### src/hw/rtl/nsd_pkg.sv
`timescale 1ns / 1ps
// ----------------------------------------------------------------------------
// nsd_pkg
// Shared types, constants and the factor schedule for the nonuniform sample
// derivative block.
// ----------------------------------------------------------------------------
package nsd_pkg;

    localparam int TICKS_PER_SECOND   = 1000000;
    localparam int PAD_TICKS          = 10;
    localparam int SEED_SPACING_TICKS = 1000;

    localparam int TIME_W   = 40;   // input time stamp
    localparam int VEL_W    = 32;   // Q16.16 velocity
    localparam int HT_W     = 42;   // stored time, signed
    localparam int DIFF_W   = 44;   // time differences and factor values, signed
    localparam int MAG_W    = 43;   // factor magnitude
    localparam int LIMB_W   = 16;
    localparam int NLIMBS   = 17;
    localparam int BIG_W    = LIMB_W * NLIMBS;      // product magnitude
    localparam int ACC_W    = BIG_W + 2;            // signed numerator sum
    localparam int QUO_W    = 35;
    localparam int DSH_W    = BIG_W + QUO_W - 1;    // shifted divisor
    localparam int CUR_W    = LIMB_W + MAG_W + 1;
    localparam int CARRY_W  = CUR_W - LIMB_W;
    localparam int LIMB_CNT_W = $clog2(NLIMBS);
    localparam int DIV_CNT_W  = $clog2(QUO_W);

    localparam logic [1:0] TERM_DEN = 2'd3;

    localparam logic OP_SAMPLE = 1'b0;
    localparam logic OP_SEED   = 1'b1;

    typedef enum logic [2:0] {
        RULE_FOUR     = 3'd0,
        RULE_THREE    = 3'd1,
        RULE_TWO      = 3'd2,
        RULE_FALLBACK = 3'd3,
        RULE_SEED     = 3'd4
    } rule_t;

    typedef enum logic [3:0] {
        FAC_ONE,
        FAC_P,
        FAC_Q,
        FAC_R,
        FAC_PQ,
        FAC_PR,
        FAC_QR,
        FAC_D0,
        FAC_ND1,
        FAC_D2,
        FAC_N3,
        FAC_N2,
        FAC_TPS
    } fac_t;

    typedef struct packed {
        logic                    operation;
        logic [TIME_W-1:0]       sample_time;
        logic signed [VEL_W-1:0] velocity;
        logic signed [VEL_W-1:0] fallback_accel;
    } in_beat_t;

    typedef struct packed {
        logic signed [VEL_W-1:0] acceleration;
        logic [2:0]              rule_used;
        logic                    saturated;
        logic                    divide_fault;
    } out_beat_t;

    typedef struct packed {
        logic capture;
        logic decode;
        logic term_start;
        logic mul_step;
        logic mul_first;
        fac_t fac;
        logic acc_add;
        logic den_load;
        logic div_start;
        logic div_step;
        logic out_load;
    } cmd_t;

    typedef struct packed {
        rule_t rule;
    } status_t;

    // Factor schedule: term 0..2 are numerator terms, TERM_DEN the denominator.
    function automatic fac_t fac_code(input rule_t rule, input logic [1:0] term,
                                      input logic [2:0] idx);
        fac_t code;
        code = FAC_ONE;
        if (term == TERM_DEN) begin
            if (rule == RULE_FOUR) begin
                case (idx)
                    3'd0:    code = FAC_P;
                    3'd1:    code = FAC_Q;
                    3'd2:    code = FAC_R;
                    3'd3:    code = FAC_PQ;
                    3'd4:    code = FAC_PR;
                    3'd5:    code = FAC_QR;
                    default: code = FAC_ONE;
                endcase
            end else begin
                code = FAC_P;
            end
        end else if (rule == RULE_FOUR) begin
            case (idx)
                3'd0, 3'd1:
                begin
                    code = (term == 2'd0) ? FAC_Q : FAC_P;
                end
                3'd2, 3'd3:
                begin
                    code = (term == 2'd2) ? FAC_Q : FAC_R;
                end
                3'd4:
                begin
                    case (term)
                        2'd0:    code = FAC_QR;
                        2'd1:    code = FAC_PR;
                        default: code = FAC_PQ;
                    endcase
                end
                3'd5:
                begin
                    case (term)
                        2'd0:    code = FAC_D0;
                        2'd1:    code = FAC_ND1;
                        default: code = FAC_D2;
                    endcase
                end
                3'd6:    code = FAC_TPS;
                default: code = FAC_ONE;
            endcase
        end else begin
            if (idx == 3'd0) begin
                code = (rule == RULE_THREE) ? FAC_N3 : FAC_N2;
            end else begin
                code = FAC_TPS;
            end
        end
        return code;
    endfunction

    function automatic logic [2:0] fac_count(input rule_t rule, input logic [1:0] term);
        logic [2:0] n;
        if (rule == RULE_FOUR) begin
            n = (term == TERM_DEN) ? 3'd6 : 3'd7;
        end else begin
            n = (term == TERM_DEN) ? 3'd1 : 3'd2;
        end
        return n;
    endfunction

endpackage

### src/hw/rtl/nsd_ctrl.sv
`timescale 1ns / 1ps
// ----------------------------------------------------------------------------
// nsd_ctrl
// Sequencer: walks the factor schedule limb by limb, then the divider steps,
// and owns both handshakes.
// ----------------------------------------------------------------------------
module nsd_ctrl (
    input  logic             clk,
    input  logic             rst_n,
    input  logic             in_valid,
    output logic             in_stall,
    output logic             out_valid,
    input  logic             out_stall,
    input  nsd_pkg::status_t stat,
    output nsd_pkg::cmd_t    cmd
);

    typedef enum logic [3:0] {
        S_IDLE,
        S_DECODE,
        S_DISPATCH,
        S_TERM,
        S_MUL,
        S_ACCUM,
        S_DIVS,
        S_DIV,
        S_FINISH
    } state_t;

    state_t                             state_reg, state_next;
    logic [nsd_pkg::LIMB_CNT_W-1:0]     limb_reg, limb_next;
    logic [2:0]                         fac_reg, fac_next;
    logic [1:0]                         term_reg, term_next;
    logic [nsd_pkg::DIV_CNT_W-1:0]      cnt_reg, cnt_next;
    logic                               out_valid_reg, out_valid_next;
    logic                               out_free;

    assign out_free  = !out_valid_reg || !out_stall;
    assign in_stall  = (state_reg != S_IDLE);
    assign out_valid = out_valid_reg;

    always_comb
    begin
        state_next = state_reg;
        limb_next  = limb_reg;
        fac_next   = fac_reg;
        term_next  = term_reg;
        cnt_next   = cnt_reg;
        cmd        = '0;
        cmd.fac    = nsd_pkg::fac_code(stat.rule, term_reg, fac_reg);
        case (state_reg)
            S_IDLE:
            begin
                if (in_valid)
                begin
                    cmd.capture = 1'b1;
                    state_next  = S_DECODE;
                end
            end
            S_DECODE:
            begin
                cmd.decode = 1'b1;
                state_next = S_DISPATCH;
            end
            S_DISPATCH:
            begin
                if (stat.rule == nsd_pkg::RULE_SEED || stat.rule == nsd_pkg::RULE_FALLBACK)
                begin
                    state_next = S_FINISH;
                end
                else
                begin
                    term_next  = 2'd0;
                    state_next = S_TERM;
                end
            end
            S_TERM:
            begin
                cmd.term_start = 1'b1;
                fac_next       = 3'd0;
                limb_next      = '0;
                state_next     = S_MUL;
            end
            S_MUL:
            begin
                cmd.mul_step  = 1'b1;
                cmd.mul_first = (limb_reg == '0);
                if (limb_reg == nsd_pkg::LIMB_CNT_W'(nsd_pkg::NLIMBS - 1))
                begin
                    limb_next = '0;
                    if (fac_reg == nsd_pkg::fac_count(stat.rule, term_reg) - 3'd1)
                    begin
                        state_next = S_ACCUM;
                    end
                    else
                    begin
                        fac_next = fac_reg + 3'd1;
                    end
                end
                else
                begin
                    limb_next = limb_reg + 1'b1;
                end
            end
            S_ACCUM:
            begin
                if (term_reg == nsd_pkg::TERM_DEN)
                begin
                    cmd.den_load = 1'b1;
                    state_next   = S_DIVS;
                end
                else
                begin
                    cmd.acc_add = 1'b1;
                    if (stat.rule == nsd_pkg::RULE_FOUR && term_reg != 2'd2)
                    begin
                        term_next = term_reg + 2'd1;
                    end
                    else
                    begin
                        term_next = nsd_pkg::TERM_DEN;
                    end
                    state_next = S_TERM;
                end
            end
            S_DIVS:
            begin
                cmd.div_start = 1'b1;
                cnt_next      = '0;
                state_next    = S_DIV;
            end
            S_DIV:
            begin
                cmd.div_step = 1'b1;
                if (cnt_reg == nsd_pkg::DIV_CNT_W'(nsd_pkg::QUO_W - 1))
                begin
                    state_next = S_FINISH;
                end
                else
                begin
                    cnt_next = cnt_reg + 1'b1;
                end
            end
            S_FINISH:
            begin
                // hold until the output register is free
                if (out_free)
                begin
                    cmd.out_load = 1'b1;
                    state_next   = S_IDLE;
                end
            end
            default:
            begin
                state_next = S_IDLE;
            end
        endcase
        if (cmd.out_load)
        begin
            out_valid_next = 1'b1;
        end
        else
        begin
            out_valid_next = out_valid_reg && out_stall;
        end
    end

    always_ff @(posedge clk or negedge rst_n)
    begin
        if (!rst_n)
        begin
            state_reg     <= S_IDLE;
            limb_reg      <= '0;
            fac_reg       <= '0;
            term_reg      <= '0;
            cnt_reg       <= '0;
            out_valid_reg <= 1'b0;
        end
        else
        begin
            state_reg     <= state_next;
            limb_reg      <= limb_next;
            fac_reg       <= fac_next;
            term_reg      <= term_next;
            cnt_reg       <= cnt_next;
            out_valid_reg <= out_valid_next;
        end
    end

`ifndef NO_ASSERTIONS
    a_load_free: assert property (@(posedge clk) disable iff (!rst_n)
        cmd.out_load |-> (!$past(out_valid_reg) || out_free))
        else $error("result loaded over a pending beat");
    a_load_valid: assert property (@(posedge clk) disable iff (!rst_n)
        cmd.out_load |=> out_valid_reg)
        else $error("loaded result not presented");
    a_limb_range: assert property (@(posedge clk) disable iff (!rst_n)
        limb_reg <= nsd_pkg::LIMB_CNT_W'(nsd_pkg::NLIMBS - 1))
        else $error("limb counter out of range");
    a_no_accept_busy: assert property (@(posedge clk) disable iff (!rst_n)
        cmd.capture |=> in_stall)
        else $error("second beat accepted while busy");
`endif

endmodule

### config.mk
export PLATFORM = sky130hd
export DESIGN_NAME = nsd_ctrl
export DESIGN_NICKNAME = d
export VERILOG_FILES = /design/src/hw/rtl/nsd_pkg.sv /design/src/hw/rtl/nsd_ctrl.sv
export SDC_FILE = /design/constraint.sdc
export NUM_CORES = 1
export LEC_CHECK = 0
export BUFFER_PORTS_ARGS = -buffer_cell sky130_fd_sc_hd__buf_2
export CORE_ASPECT_RATIO = 1.5
export CORE_MARGIN = 2
export CORE_UTILIZATION = 57
export DETAILED_ROUTE_END_ITERATION = 10
export GPL_TIMING_DRIVEN = 0
export PLACE_DENSITY = 0.78
export SLEW_MARGIN = 10
export SYNTH_ARGS = -nofsm -noshare
export SYNTH_HDL_FRONTEND = slang
export SYNTH_SLANG_ARGS = --single-unit
### constraint.sdc
create_clock -name clk -period 2.6 [get_ports clk]
set_input_delay 0.39 -clock clk [delete_from_list [all_inputs] [get_ports clk]]
set_output_delay 0.39 -clock clk [all_outputs]
set_load 0.05 [all_outputs]
# [Yosys cells after proc, flatten, opt, wreduce, memory -nomap -nowiden]
# Index checks and enable logic that the tools add are counted.
[classes] add_sub_neg=5 eq_ne=33 n_mux=48 reduce_logical=21
[op_table] cell="4-bit two-way mux" n=9
[op_table] cell="4-bit case mux with 9 select lines" n=1
[op_table] cell="3-bit two-way mux" n=7
[op_table] cell="2-bit != test, second input constant" n=10
[op_table] cell="4-bit case mux with 5 select lines" n=1
[op_table] cell="3-bit case mux with 6 select lines" n=1
[op_table] cell="4-bit by 3-bit equality test with 1-bit output, second input constant" n=4
[op_table] cell="1-bit two-way mux" n=14
[op_table] cell="2-bit two-way mux" n=7
[op_table] cell="3-bit equality test, second input constant" n=4
[op_table] cell="6-bit case mux with 2 select lines" n=1
[op_table] cell="5-bit case mux with 2 select lines" n=1
[op_table] cell="3-bit by 2-bit equality test with 1-bit output, second input constant" n=3
[op_table] cell="4-bit by 2-bit equality test with 1-bit output, second input constant" n=2
[op_table] cell="2-bit case mux with 2 select lines" n=2
[op_table] cell="4-bit case mux with 2 select lines" n=1
[op_table] cell="6-bit by 1-bit adder with 6-bit output, second input constant" n=1
[op_table] cell="3-bit by 1-bit equality test with 1-bit output, second input constant" n=2
[op_table] cell="6-bit equality test, second input constant" n=1
[op_table] cell="3-bit zero test" n=2
[op_table] cell="6-bit two-way mux" n=1
[op_table] cell="3-bit case mux with 2 select lines" n=1
[op_table] cell="3-bit AND reduction" n=2
[op_table] cell="2-bit nonzero test" n=3
[op_table] cell="other kinds (21)" n=26
[totals] ff_bits=21 inputBits=7 out_inout_bits=16 elab_cells=113

# [Longest topological paths before layout]
# Gate-level depths: netlist (run 1).
[depth] ltp_word=10 ltp_mapped=8 ltp_nobuf=7

# [Least setup slack after synthesis (run 1)]
# Ideal clock, no wire load.
[synth_path] path_kind="register to output" start="register fac_reg[0]" end="output cmd[5] (netlist bit)" arrival_ns=2.963 required_time_ns=2.210 setup_slack_ns=-0.753 path_stages_with_launch=7 n_path_buf=0 cell_sequence="dfrtp_1 inv_1 ha_1 nor2b_1 nor2_1 o22a_1 o311ai_0"
[synth_lines] element="start: declaration" line_no="nsd_ctrl.sv:32" source="logic [2:0] fac_reg, fac_next;"
[synth_lines] element="start signal: assignment" line_no="nsd_ctrl.sv:183" source="fac_reg <= fac_next;"
[synth_lines] element="end: declaration" line_no="nsd_ctrl.sv:15" source="output nsd_pkg::cmd_t cmd"

==> results of run 1 <==
-- worst register-to-register path: stages (launching register included) --
cell,delay [ns]
dfrtp_1,0.41
ha_1,0.41
inv_1,0.19
ha_1,0.33
xor2_1,0.25
nor2_1,0.11
a21bo_2,0.26
a211o_1,0.26
-- cell families (layout without fill, tap and decap cells) --
logic type / count (synthesis) / after routing
flip-flops: 21 / 21
buffers and inverters: 23 / 48
adder cells (fa/ha/maj): 15 / 15
AO/OA/AOI/OAI: 48 / 48
AND/OR/NAND/NOR: 74 / 74
XOR/XNOR: 6 / 6
multiplexers: 6 / 6
-- worst paths after layout --
kind,cells past startpoint,end,start
min in group clk,3,out_valid,out_stall
worst max register to register,7,fac_reg[1],term_reg[0]
worst min-delay path,1,out_valid,rst_n
worst max-delay path,7,cmd[5],fac_reg[0]
worst min register to register,1,limb_reg[3],limb_reg[3]
max in group asynchronous,1,fac_reg[0],rst_n
-- power by group --
part	internal, mW	switching (mW)
Combinational	0.339	0.625
Clock	0.106	0.0991
Sequential	0.405	0.0919
-- per-stage QoR --
| stage | cells | hold slack, ns |
|---|---|---|
| floorplan | 193 | 0.0944 |
| global placement | 254 | 0.365 |
| detailed placement | 254 | 0.368 |
| CTS | 258 | 0.0906 |
| global route | 257 | 0.115 |
| finish | 257 | 0.0785 |
-- final cells by class --
class                      count  area [um^2]  area share [%]
buffer                         8         52.6            2.74
inverter                      14         57.6            3.00
clock inverter                 1         5.00           0.261
multi-input combinational    149         1080            56.1
sequential                    21          527            27.5
timing repair buffer          22          110            5.74
clock buffer                   3         41.3            2.15
tap                           39         48.8            2.54
-- cells in the final DEF (no fill, tap or decap), types with 2 or more instances in the layout --
cell	netlist	final
clkbuf_1	5	4
nor3_1	6	6
a22o_1	3	3
o211ai_1	2	2
a221oi_1	2	2
xor2_1	4	4
mux2_2	3	3
buf_6	2	2
and3_1	3	3
a21bo_2	2	2
nand2_1	13	13
nor2_1	19	19
nor2b_1	3	3
nand3b_1	2	2
o21ai_0	9	9
o2bb2ai_1	2	2
nand4_1	6	6
or2_2	2	2
mux2i_1	3	3
a311oi_1	2	2
dfrtp_1	21	20
nand2b_1	4	4
o31ai_1	3	3
nor4_1	4	3
inv_1	13	13
a21oi_1	10	10
nand3_1	3	3
buf_4	2	2
a31oi_1	3	3
ha_1	15	15
buf_2	0	22
clkbuf_8	0	3
-- routing by layer --
metal  share of wire, %  global-route usage (%)  wire length, um
met5                  0                       0                0
met4                1.5                    9.21               55
met3                2.1                    2.11               78
met2                 56                    46.3             2100
met1                 40                    26.2             1510
-- what timing repair did --
action | CTS | global route
endpoints found under the setup margin | 0 | 5
gates resized for setup | 0 | 1
endpoints found under the hold margin | 0 | 0
==> summary.txt, run 1 <==
============================================================================================
Outcome ....................................................................... finished, final reports clean
Via count of the first global-routing pass ....................................         1580
ANT nets after route ..........................................................            0
Worst Path Required ...........................................................      2.21 ns
Top-level I/O count ...........................................................           23
Routed via count ..............................................................         1537
Post-synthesis adder-cell area fraction .......................................        11.0%
Number of DRC violations after detailed routing ...............................            0
Routability Congestion ........................................................        0.821
Share of layout cells above drive strength 1 ..................................        20.6%
Worst slew margin relative to its limit .......................................        53.9%
Clock buffers created by TritonCTS ............................................            3
Final #Nets ...................................................................          241
Iteration-0 DRC Markers .......................................................           39
Ranking of synthesized cells by area .......................................... dfrtp_1, ha_1, nor2_1, a21oi_1, inv_1
Max incr delay on CP ..........................................................      0.45 ns
Site row count ................................................................           24
Critical Path AT ..............................................................      2.09 ns
EDFF count, synth .............................................................            0
Placement-stage worst setup slack .............................................     0.166 ns
Most used standard cells in the synthesized netlist ........................... dfrtp_1, nor2_1, ha_1, inv_1, nand2_1
Share of the clock period used by the worst path after layout .................        95.5%
Maximum fanout count along the critical path ..................................            6
Final slew viol count .........................................................            0
Number of fillers in the final layout .........................................          254
Clock net sink count ..........................................................           21
Level count of the clock H-tree ...............................................            1
Fraction of synthesized cell area taken by the top area cell type .............        30.9%
Area of the core .............................................................. 0.00288 mm^2
Share of synthesized area spent on multiplexers ...............................        3.75%
Number of library cell types mapped by synthesis ..............................           50
Clock buffer depth ............................................................            2
Initial Util ..................................................................        59.0%
I/O Buffers ...................................................................           22
Basic-gate share of the synthesized area counting and, or, nand and nor cells .        24.2%
Chip Height ...................................................................      70.9 um
Number of vias per cell after detailed routing ................................         5.98
Clock edge transition at the registers on the reported setup and hold paths ...      0.07 ns
Routed wire length ............................................................      3750 um
Minimum clock period ..........................................................      2.48 ns
Final hold viol count .........................................................            0
Share of async-settable or async-resettable flops after synthesis .............         100%
Endpoint kind of the worst setup timing path ..................................   output pin
Maximum frequency from static timing analysis .................................      403 MHz
Setup slack of the most critical reg-to-reg path ..............................      0.28 ns
Global-route wire length before repair ........................................      6690 um
Maximum capacitance violations ................................................            0
Fin Clk Skew ..................................................................   0.00212 ns
CTS tree ......................................................................          yes
Hpwl dp .......................................................................      2950 um
Final Worst Setup Slack .......................................................     0.118 ns
Fraction of the yosys area taken by sequential cells ..........................        30.9%
Hold buffer count at CTS ......................................................            0
Area grow syn2layout ..........................................................        12.7%
Yosys Warn Count ..............................................................            0
Die boundary width ............................................................      48.6 um
Total power divided by cell area ..............................................  869 mW/mm^2
Gate count of the mapped netlist ..............................................          193
Cells along the critical path ................................................. inv_1 > ha_1 > nor2b_1 > nor2_1 > o22a_1 > o311ai_1 > buf_2
Crit Path Category ............................................................   reg -> out
Total non-filler cell area in the finished layout ............................. 0.00192 mm^2
Number of buffer and inverter stages on the critical path .....................            2
Path type of the worst min-delay path .........................................  in -> async
Overflow after GRT ............................................................            0
Final core area utilization ...................................................        66.5%
Antenna violations before repair ..............................................            0
Critical-path cell with the highest stage delay ...............................      dfrtp_2
Startpoint type of the worst setup path .......................................         flop
Most instantiated flip-flop cell in the synthesis netlist .....................      dfrtp_1
Sum of negative setup slack ...................................................         0 ns
Cell class contributing the biggest share of worst-path delay .................   flip-flops
Cell Area, Placed ............................................................. 0.00187 mm^2
Mean post-synth cell area .....................................................    8.82 um^2
Clock root buffer .............................................................     clkbuf_8
Per-cell routed wire length ...................................................      14.6 um
Total inserted antenna cells ..................................................            0
Final setup violation count ...................................................            0
Syn Nets ......................................................................          215
Total Power ...................................................................      1.67 mW
Maximum number of pins on one net before global-route repair ..................           22
Post-CTS setup buffers ........................................................            0
Clock latency reported for the late side of the worst-skew pair ...............      0.25 ns
Global-route total usage across every layer ...................................        23.8%
Max FFs per register ..........................................................            6
Post-Synth XOR/XNOR Area ......................................................        4.19%
Die area ...................................................................... 0.00345 mm^2
Leakage power .................................................................     0.895 nW
Cell accounting for the most synthesized area .................................      dfrtp_1
Synthesized-area fraction occupied by ao, oa, aoi and oai cells ...............        19.3%
First-pass DRT Iterations .....................................................            4
Synthesis-stage register bit count ............................................           21
Largest family of logic cells by synthesized area ............................. simple AND/OR/NAND/NOR gates
Peak supply drop ..............................................................     0.702 mV
Slew at the pin closest to its max-slew limit .................................     0.685 ns
Cell with the most instances after synthesis ..................................      dfrtp_1
Summed instance area of the synthesized netlist ............................... 0.00170 mm^2
============================================================================================
No activity file was read; power rests on OpenSTA's default activity.
==> inputs of run 2 (changes only) <==
--- a/config.mk
+++ b/config.mk
@@ -7,11 +7,10 @@
 export LEC_CHECK = 0
 export BUFFER_PORTS_ARGS = -buffer_cell sky130_fd_sc_hd__buf_2
 export CORE_ASPECT_RATIO = 1.5
-export CORE_MARGIN = 2
-export CORE_UTILIZATION = 57
+export CORE_UTILIZATION = 28
 export DETAILED_ROUTE_END_ITERATION = 10
 export GPL_TIMING_DRIVEN = 0
-export PLACE_DENSITY = 0.78
+export PLACE_DENSITY = 0.44
 export SLEW_MARGIN = 10
 export SYNTH_ARGS = -nofsm -noshare
 export SYNTH_HDL_FRONTEND = slang
==> constraint.sdc (replaced) <==
create_clock -name clk -period 3 [get_ports clk]
set_input_delay 0.45 -clock clk [delete_from_list [all_inputs] [get_ports clk]]
set_output_delay 0.45 -clock clk [all_outputs]
set_load 0.05 [all_outputs]
==> summary.txt, run 2 (synthesized netlist as in run 1, its figures left out) <==
==========================================================================================
Outcome ..................................................................... finished, final reports clean
Site row count ..............................................................           34
Maximum fanout count along the critical path ................................            6
Maximum number of pins on one net before global-route repair ................           22
Via count of the first global-routing pass ..................................         1419
Hold buffer count at CTS ....................................................            0
ANT nets after route ........................................................            0
Hpwl dp .....................................................................      2970 um
Max FFs per register ........................................................            6
I/O Buffers .................................................................           22
Initial Util ................................................................        29.2%
Area grow syn2layout ........................................................        14.8%
Placement-stage worst setup slack ...........................................     0.561 ns
Final Worst Setup Slack .....................................................     0.374 ns
Sum of negative setup slack .................................................         0 ns
Global-route wire length before repair ......................................      6610 um
Crit. Startpoint ............................................................   fac_reg[0]
Post-Place Cells ............................................................          287
Iteration-0 DRC Markers .....................................................           29
Final slew viol count .......................................................            0
Routed via count ............................................................         1461
Overflow after GRT ..........................................................            0
Minimum clock period ........................................................      2.63 ns
Area of the core ............................................................ 0.00583 mm^2
Share of layout cells above drive strength 1 ................................        19.2%
Share of the clock period used by the worst path after layout ...............        87.5%
Most frequent standard cell in the layout excluding fill and tap cells ......        buf_2
Die area .................................................................... 0.00640 mm^2
Top-level I/O count .........................................................           23
Share of total power consumed by net switching ..............................        48.8%
Number of vias per cell after detailed routing ..............................         5.02
Slew at the pin closest to its max-slew limit ...............................     0.734 ns
Total inserted antenna cells ................................................            0
Proportion of power drawn by the clock network ..............................        13.1%
Final hold viol count .......................................................            0
Clock root buffer ...........................................................     clkbuf_8
Per-cell routed wire length .................................................      13.5 um
Chip Height .................................................................      97.5 um
Crit Path Category ..........................................................   reg -> out
Final #Nets .................................................................          242
Clock buffers created by TritonCTS ..........................................            3
Commonest non-fill, non-tap cells in the layout ............................. buf_2, dfrtp_1, nor2_1
Fin Clk Skew ................................................................   0.00496 ns
Routed wire length ..........................................................      3920 um
Worst Path Required .........................................................      2.55 ns
Finished Layout Cells .......................................................          291
Endpoint kind of the worst setup timing path ................................   output pin
Worst slew margin relative to its limit .....................................        50.6%
Clock buffer depth ..........................................................            2
Number of DRC violations after detailed routing .............................            0
First-pass DRT Iterations ...................................................            4
Setup slack of the most critical reg-to-reg path ............................      0.53 ns
Antenna violations before repair ............................................            0
Die boundary width ..........................................................      65.7 um
Startpoint type of the worst setup path .....................................         flop
Clock edge transition at the registers on the reported setup and hold paths .      0.08 ns
Number of cells on the worst reg-to-reg path ................................            8
Logic pwr share .............................................................        57.3%
R2r startpoint ..............................................................  term_reg[0]
Level count of the clock H-tree .............................................            1
Clock latency reported for the late side of the worst-skew pair .............      0.26 ns
Maximum capacitance violations ..............................................            0
Endpoint of the most critical register-to-register path .....................   fac_reg[1]
Resized cells post-CTS ......................................................            0
Leakage power ...............................................................     0.894 nW
CTS tree ....................................................................          yes
Total power divided by cell area ............................................  734 mW/mm^2
Maximum frequency from static timing analysis ...............................      381 MHz
Final setup violation count .................................................            0
Clock net sink count ........................................................           21
Peak supply drop ............................................................     0.451 mV
Internal ....................................................................     0.734 mW
Unrepaired setup endpoints after global routing .............................           no
Routability Congestion ......................................................        0.717
Critical Path AT ............................................................      2.18 ns
Path type of the worst min-delay path .......................................  in -> async
Power dissipated by switching net loads .....................................     0.699 mW
Post-CTS setup buffers ......................................................            0
Global-route total usage across every layer .................................        13.0%
Power share of the sequential group .........................................        29.7%
==========================================================================================
## run 2: worst max-delay path by stage
stage / to / slack (ns) / depth (start not counted)
global placement: fac_reg[1] / 0.54 / 8
detailed placement: fac_reg[1] / 0.56 / 8
global route: cmd[6] / 0.22 / 7
CTS: cmd[5] / 0.35 / 7
finish: cmd[5] / 0.37 / 7
floorplan: cmd[5] / 0.18 / 6
## run 2: critical path, cell delays in order, from the launching register on
cell and delay [ns]:
dfrtp_1 0.46, inv_1 0.16, ha_1 0.26, nor2b_1 0.24, nor2_1 0.06, o22a_1 0.17, o311ai_1 0.25, buf_2 0.32
## run 2: metrics by stage
step                cell area (um^2)  hold WS (ns)  utilization, %  power, mW
floorplan                       1710         0.154               -       1.07
global placement                1910         0.463            32.7       1.26
detailed placement              1910         0.457            32.7       1.26
CTS                             1950         0.178            33.5       1.46
global route                    1950         0.191            33.5       1.56
finish                          1950         0.152            33.5       1.43
## run 2: power by group through the flow
stage / registers (mW) / clock network [mW] / logic (mW)
floorplan: 0.412 / 0 / 0.658
finish: 0.425 / 0.187 / 0.821
detailed placement: 0.432 / 0 / 0.826
CTS: 0.426 / 0.204 / 0.831
global placement: 0.432 / 0 / 0.830
global route: 0.437 / 0.213 / 0.911
## run 2: layer usage
metal | up-vias | GRT usage (%) | share of wire, %
met2 | 8 | 22.5 | 52
met5 | - | 0 | 0
met4 | 0 | 4.01 | 0.92
li1 | 757 | - | -
met3 | 2 | 1.06 | 1.3
met1 | 694 | 16.7 | 46
## run 2: area by class of cell
class | instances | area (um^2)
plain buffers | 9 | 56.3
clock buffers | 4 | 45.0
fillers | 623 | 3870
inverters | 14 | 57.6
multi-input cells | 149 | 1070
flip-flops and latches | 21 | 526
well taps | 72 | 90.1
repair buffers | 22 | 110
==> inputs of run 3 (changes only) <==
--- a/config.mk
+++ b/config.mk
@@ -7,6 +7,7 @@
 export LEC_CHECK = 0
 export BUFFER_PORTS_ARGS = -buffer_cell sky130_fd_sc_hd__buf_2
 export CORE_ASPECT_RATIO = 1.5
+export CORE_MARGIN = 8
 export CORE_UTILIZATION = 28
 export DETAILED_ROUTE_END_ITERATION = 10
 export GPL_TIMING_DRIVEN = 0
==> constraint.sdc (replaced) <==
create_clock -name clk -period 3.08 [get_ports clk]
set_input_delay 0.462 -clock clk [delete_from_list [all_inputs] [get_ports clk]]
set_output_delay 0.462 -clock clk [all_outputs]
set_load 0.05 [all_outputs]
==> summary.txt, run 3 (synthesized netlist as in run 1, its figures left out) <==
==========================================================================================
Routability Congestion ......................................................        0.752
Resized cells post-CTS ......................................................            0
I/O Buffers .................................................................           22
Placement-stage worst setup slack ...........................................     0.636 ns
Fin Clk Skew ................................................................   0.00616 ns
Total number of cells along the worst setup path ............................            7
Via count of the first global-routing pass ..................................         1522
Final Worst Setup Slack .....................................................     0.443 ns
Chip Height .................................................................       111 um
Initial Util ................................................................        28.4%
Routed via count ............................................................         1462
Sum of negative setup slack .................................................         0 ns
Worst Path Required .........................................................      2.62 ns
Final slew viol count .......................................................            0
Crit Path Category ..........................................................   reg -> out
Final setup violation count .................................................            0
Hold buffer count at CTS ....................................................            0
Share of layout cells above drive strength 1 ................................        19.6%
Crit. Startpoint ............................................................   fac_reg[0]
Post-Place Cells ............................................................          289
Number of DRC violations after detailed routing .............................            0
Clock edge transition at the registers on the reported setup and hold paths .      0.08 ns
Max FFs per register ........................................................            6
Clock latency reported for the late side of the worst-skew pair .............      0.26 ns
Area grow syn2layout ........................................................        15.0%
Number of buffer and inverter stages on the critical path ...................            2
Iteration-0 DRC Markers .....................................................           69
Worst slew margin relative to its limit .....................................        51.0%
Antenna violations before repair ............................................            0
Area of the core ............................................................ 0.00600 mm^2
Clock net sink count ........................................................           21
Total inserted antenna cells ................................................            0
CTS tree ....................................................................          yes
Maximum fanout count along the critical path ................................            6
Maximum number of pins on one net before global-route repair ................           22
Global-route wire length before repair ......................................      7310 um
Number of cells on the worst reg-to-reg path ................................            8
Path type of the worst min-delay path .......................................  in -> async
Endpoint kind of the worst setup timing path ................................   output pin
Final hold viol count .......................................................            0
First-pass DRT Iterations ...................................................            4
Maximum frequency from static timing analysis ...............................      379 MHz
Startpoint type of the worst setup path .....................................         flop
Commonest non-fill, non-tap cells in the layout ............................. buf_2, dfrtp_1, nor2_1
Total power divided by cell area ............................................  722 mW/mm^2
Clock buffers created by TritonCTS ..........................................            3
Clock buffer depth ..........................................................            2
Die area .................................................................... 0.00888 mm^2
Level count of the clock H-tree .............................................            1
Unrepaired setup endpoints after global routing .............................           no
R2r startpoint ..............................................................  term_reg[0]
Site row count ..............................................................           35
Share of the clock period used by the worst path after layout ...............        85.6%
Routed wire length ..........................................................      4120 um
Peak supply drop ............................................................     0.402 mV
Die boundary width ..........................................................      79.7 um
Per-cell routed wire length .................................................      14.1 um
Number of fillers in the final layout .......................................          632
Endpoint of the most critical register-to-register path .....................   fac_reg[1]
Maximum capacitance violations ..............................................            0
Final #Nets .................................................................          242
Overflow after GRT ..........................................................            0
Critical Path AT ............................................................      2.17 ns
Max incr delay on CP ........................................................      0.45 ns
Clock root buffer ...........................................................     clkbuf_8
Leakage power ...............................................................     0.897 nW
Critical-path cell with the highest stage delay .............................      dfrtp_1
Final core area utilization .................................................        32.6%
Finished Layout Cells .......................................................          293
Number of vias per cell after detailed routing ..............................         4.99
Capture point of the critical path ..........................................       cmd[5]
Cell class contributing the biggest share of worst-path delay ............... buffers and inverters
Minimum clock period ........................................................      2.64 ns
Outcome ..................................................................... finished, final reports clean
Setup slack of the most critical reg-to-reg path ............................      0.66 ns
Hpwl dp .....................................................................      3130 um
Most frequent standard cell in the layout excluding fill and tap cells ......        buf_2
Cells along the critical path ............................................... inv_1 > ha_1 > nor2b_1 > nor2_1 > o22a_1 > o311ai_1 > buf_2
Global-route total usage across every layer .................................        9.80%
Post-CTS setup buffers ......................................................            0
Top-level I/O count .........................................................           23
Slew at the pin closest to its max-slew limit ...............................     0.728 ns
ANT nets after route ........................................................            0
==========================================================================================
==> run 3: changes by cell type in the layout (fill, tap and decap cells not counted), sizes merged <==
cell | previous run | this run
clkbuf | 9 | 8
clkinv | 0 | 1
==> run 3: area by class of cell <==
class                   instances  area (um^2)  area share [%]
multi-input cells             149         1070            54.6
inverters                      14         57.6            2.94
flip-flops and latches         21          526            26.9
plain buffers                   9         56.3            2.88
clock buffers                   3         41.3            2.11
repair buffers                 22          110            5.63
well taps                      74         92.6            4.73
clock inverters                 1         5.00           0.256
==> run 3: where the power goes <==
group / internal, mW / total, mW / switching [mW]
sequential: 0.341 / 0.415 / 0.0744
clock: 0.0902 / 0.186 / 0.0957
combinational: 0.284 / 0.811 / 0.528
total: 0.715 / 1.41 / 0.698
==> run 3: per-layer routing <==
metal  wire (um)  global-route usage [%]  vias up  share of wire [%]
met5           0                       0        -                  0
met4          37                    3.35        0               0.90
met3          91                    1.29        2                2.2
met2        2210                    17.1       11                 54
met1        1770                    11.6      697                 43
li1            -                       -      752                  -
==> run 3: how the worst min path moves through the flow <==
stage | start | end | slack, ns
6_report | rst_n | fac_reg[2] | 0.16
5_1_grt | rst_n | fac_reg[2] | 0.20
4_1_cts | rst_n | fac_reg[0] | 0.18
3_5_place_dp | rst_n | fac_reg[0] | 0.46
3_3_place_gp | rst_n | fac_reg[0] | 0.46
2_1_floorplan | rst_n | cnt_reg[0] | 0.17
==> run 3: per-stage QoR <==
stage	hold WS [ns]	cell area, um^2	power, mW
after floorplan	0.166	1710	1.04
after global placement	0.464	1910	1.24
after detailed placement	0.463	1910	1.23
after CTS	0.177	1960	1.43
after global routing	0.196	1960	1.54
final	0.161	1960	1.41
==> run 3: worst register-to-register path, delay by kind of cell (launching register included) <==
family          cells  cell delay, ns
flops               1            0.40
xor+xnor            1            0.23
buf+inv             2            0.55
fa+ha+maj           2            0.53
compound gates      2            0.51
simple gates        1            0.11
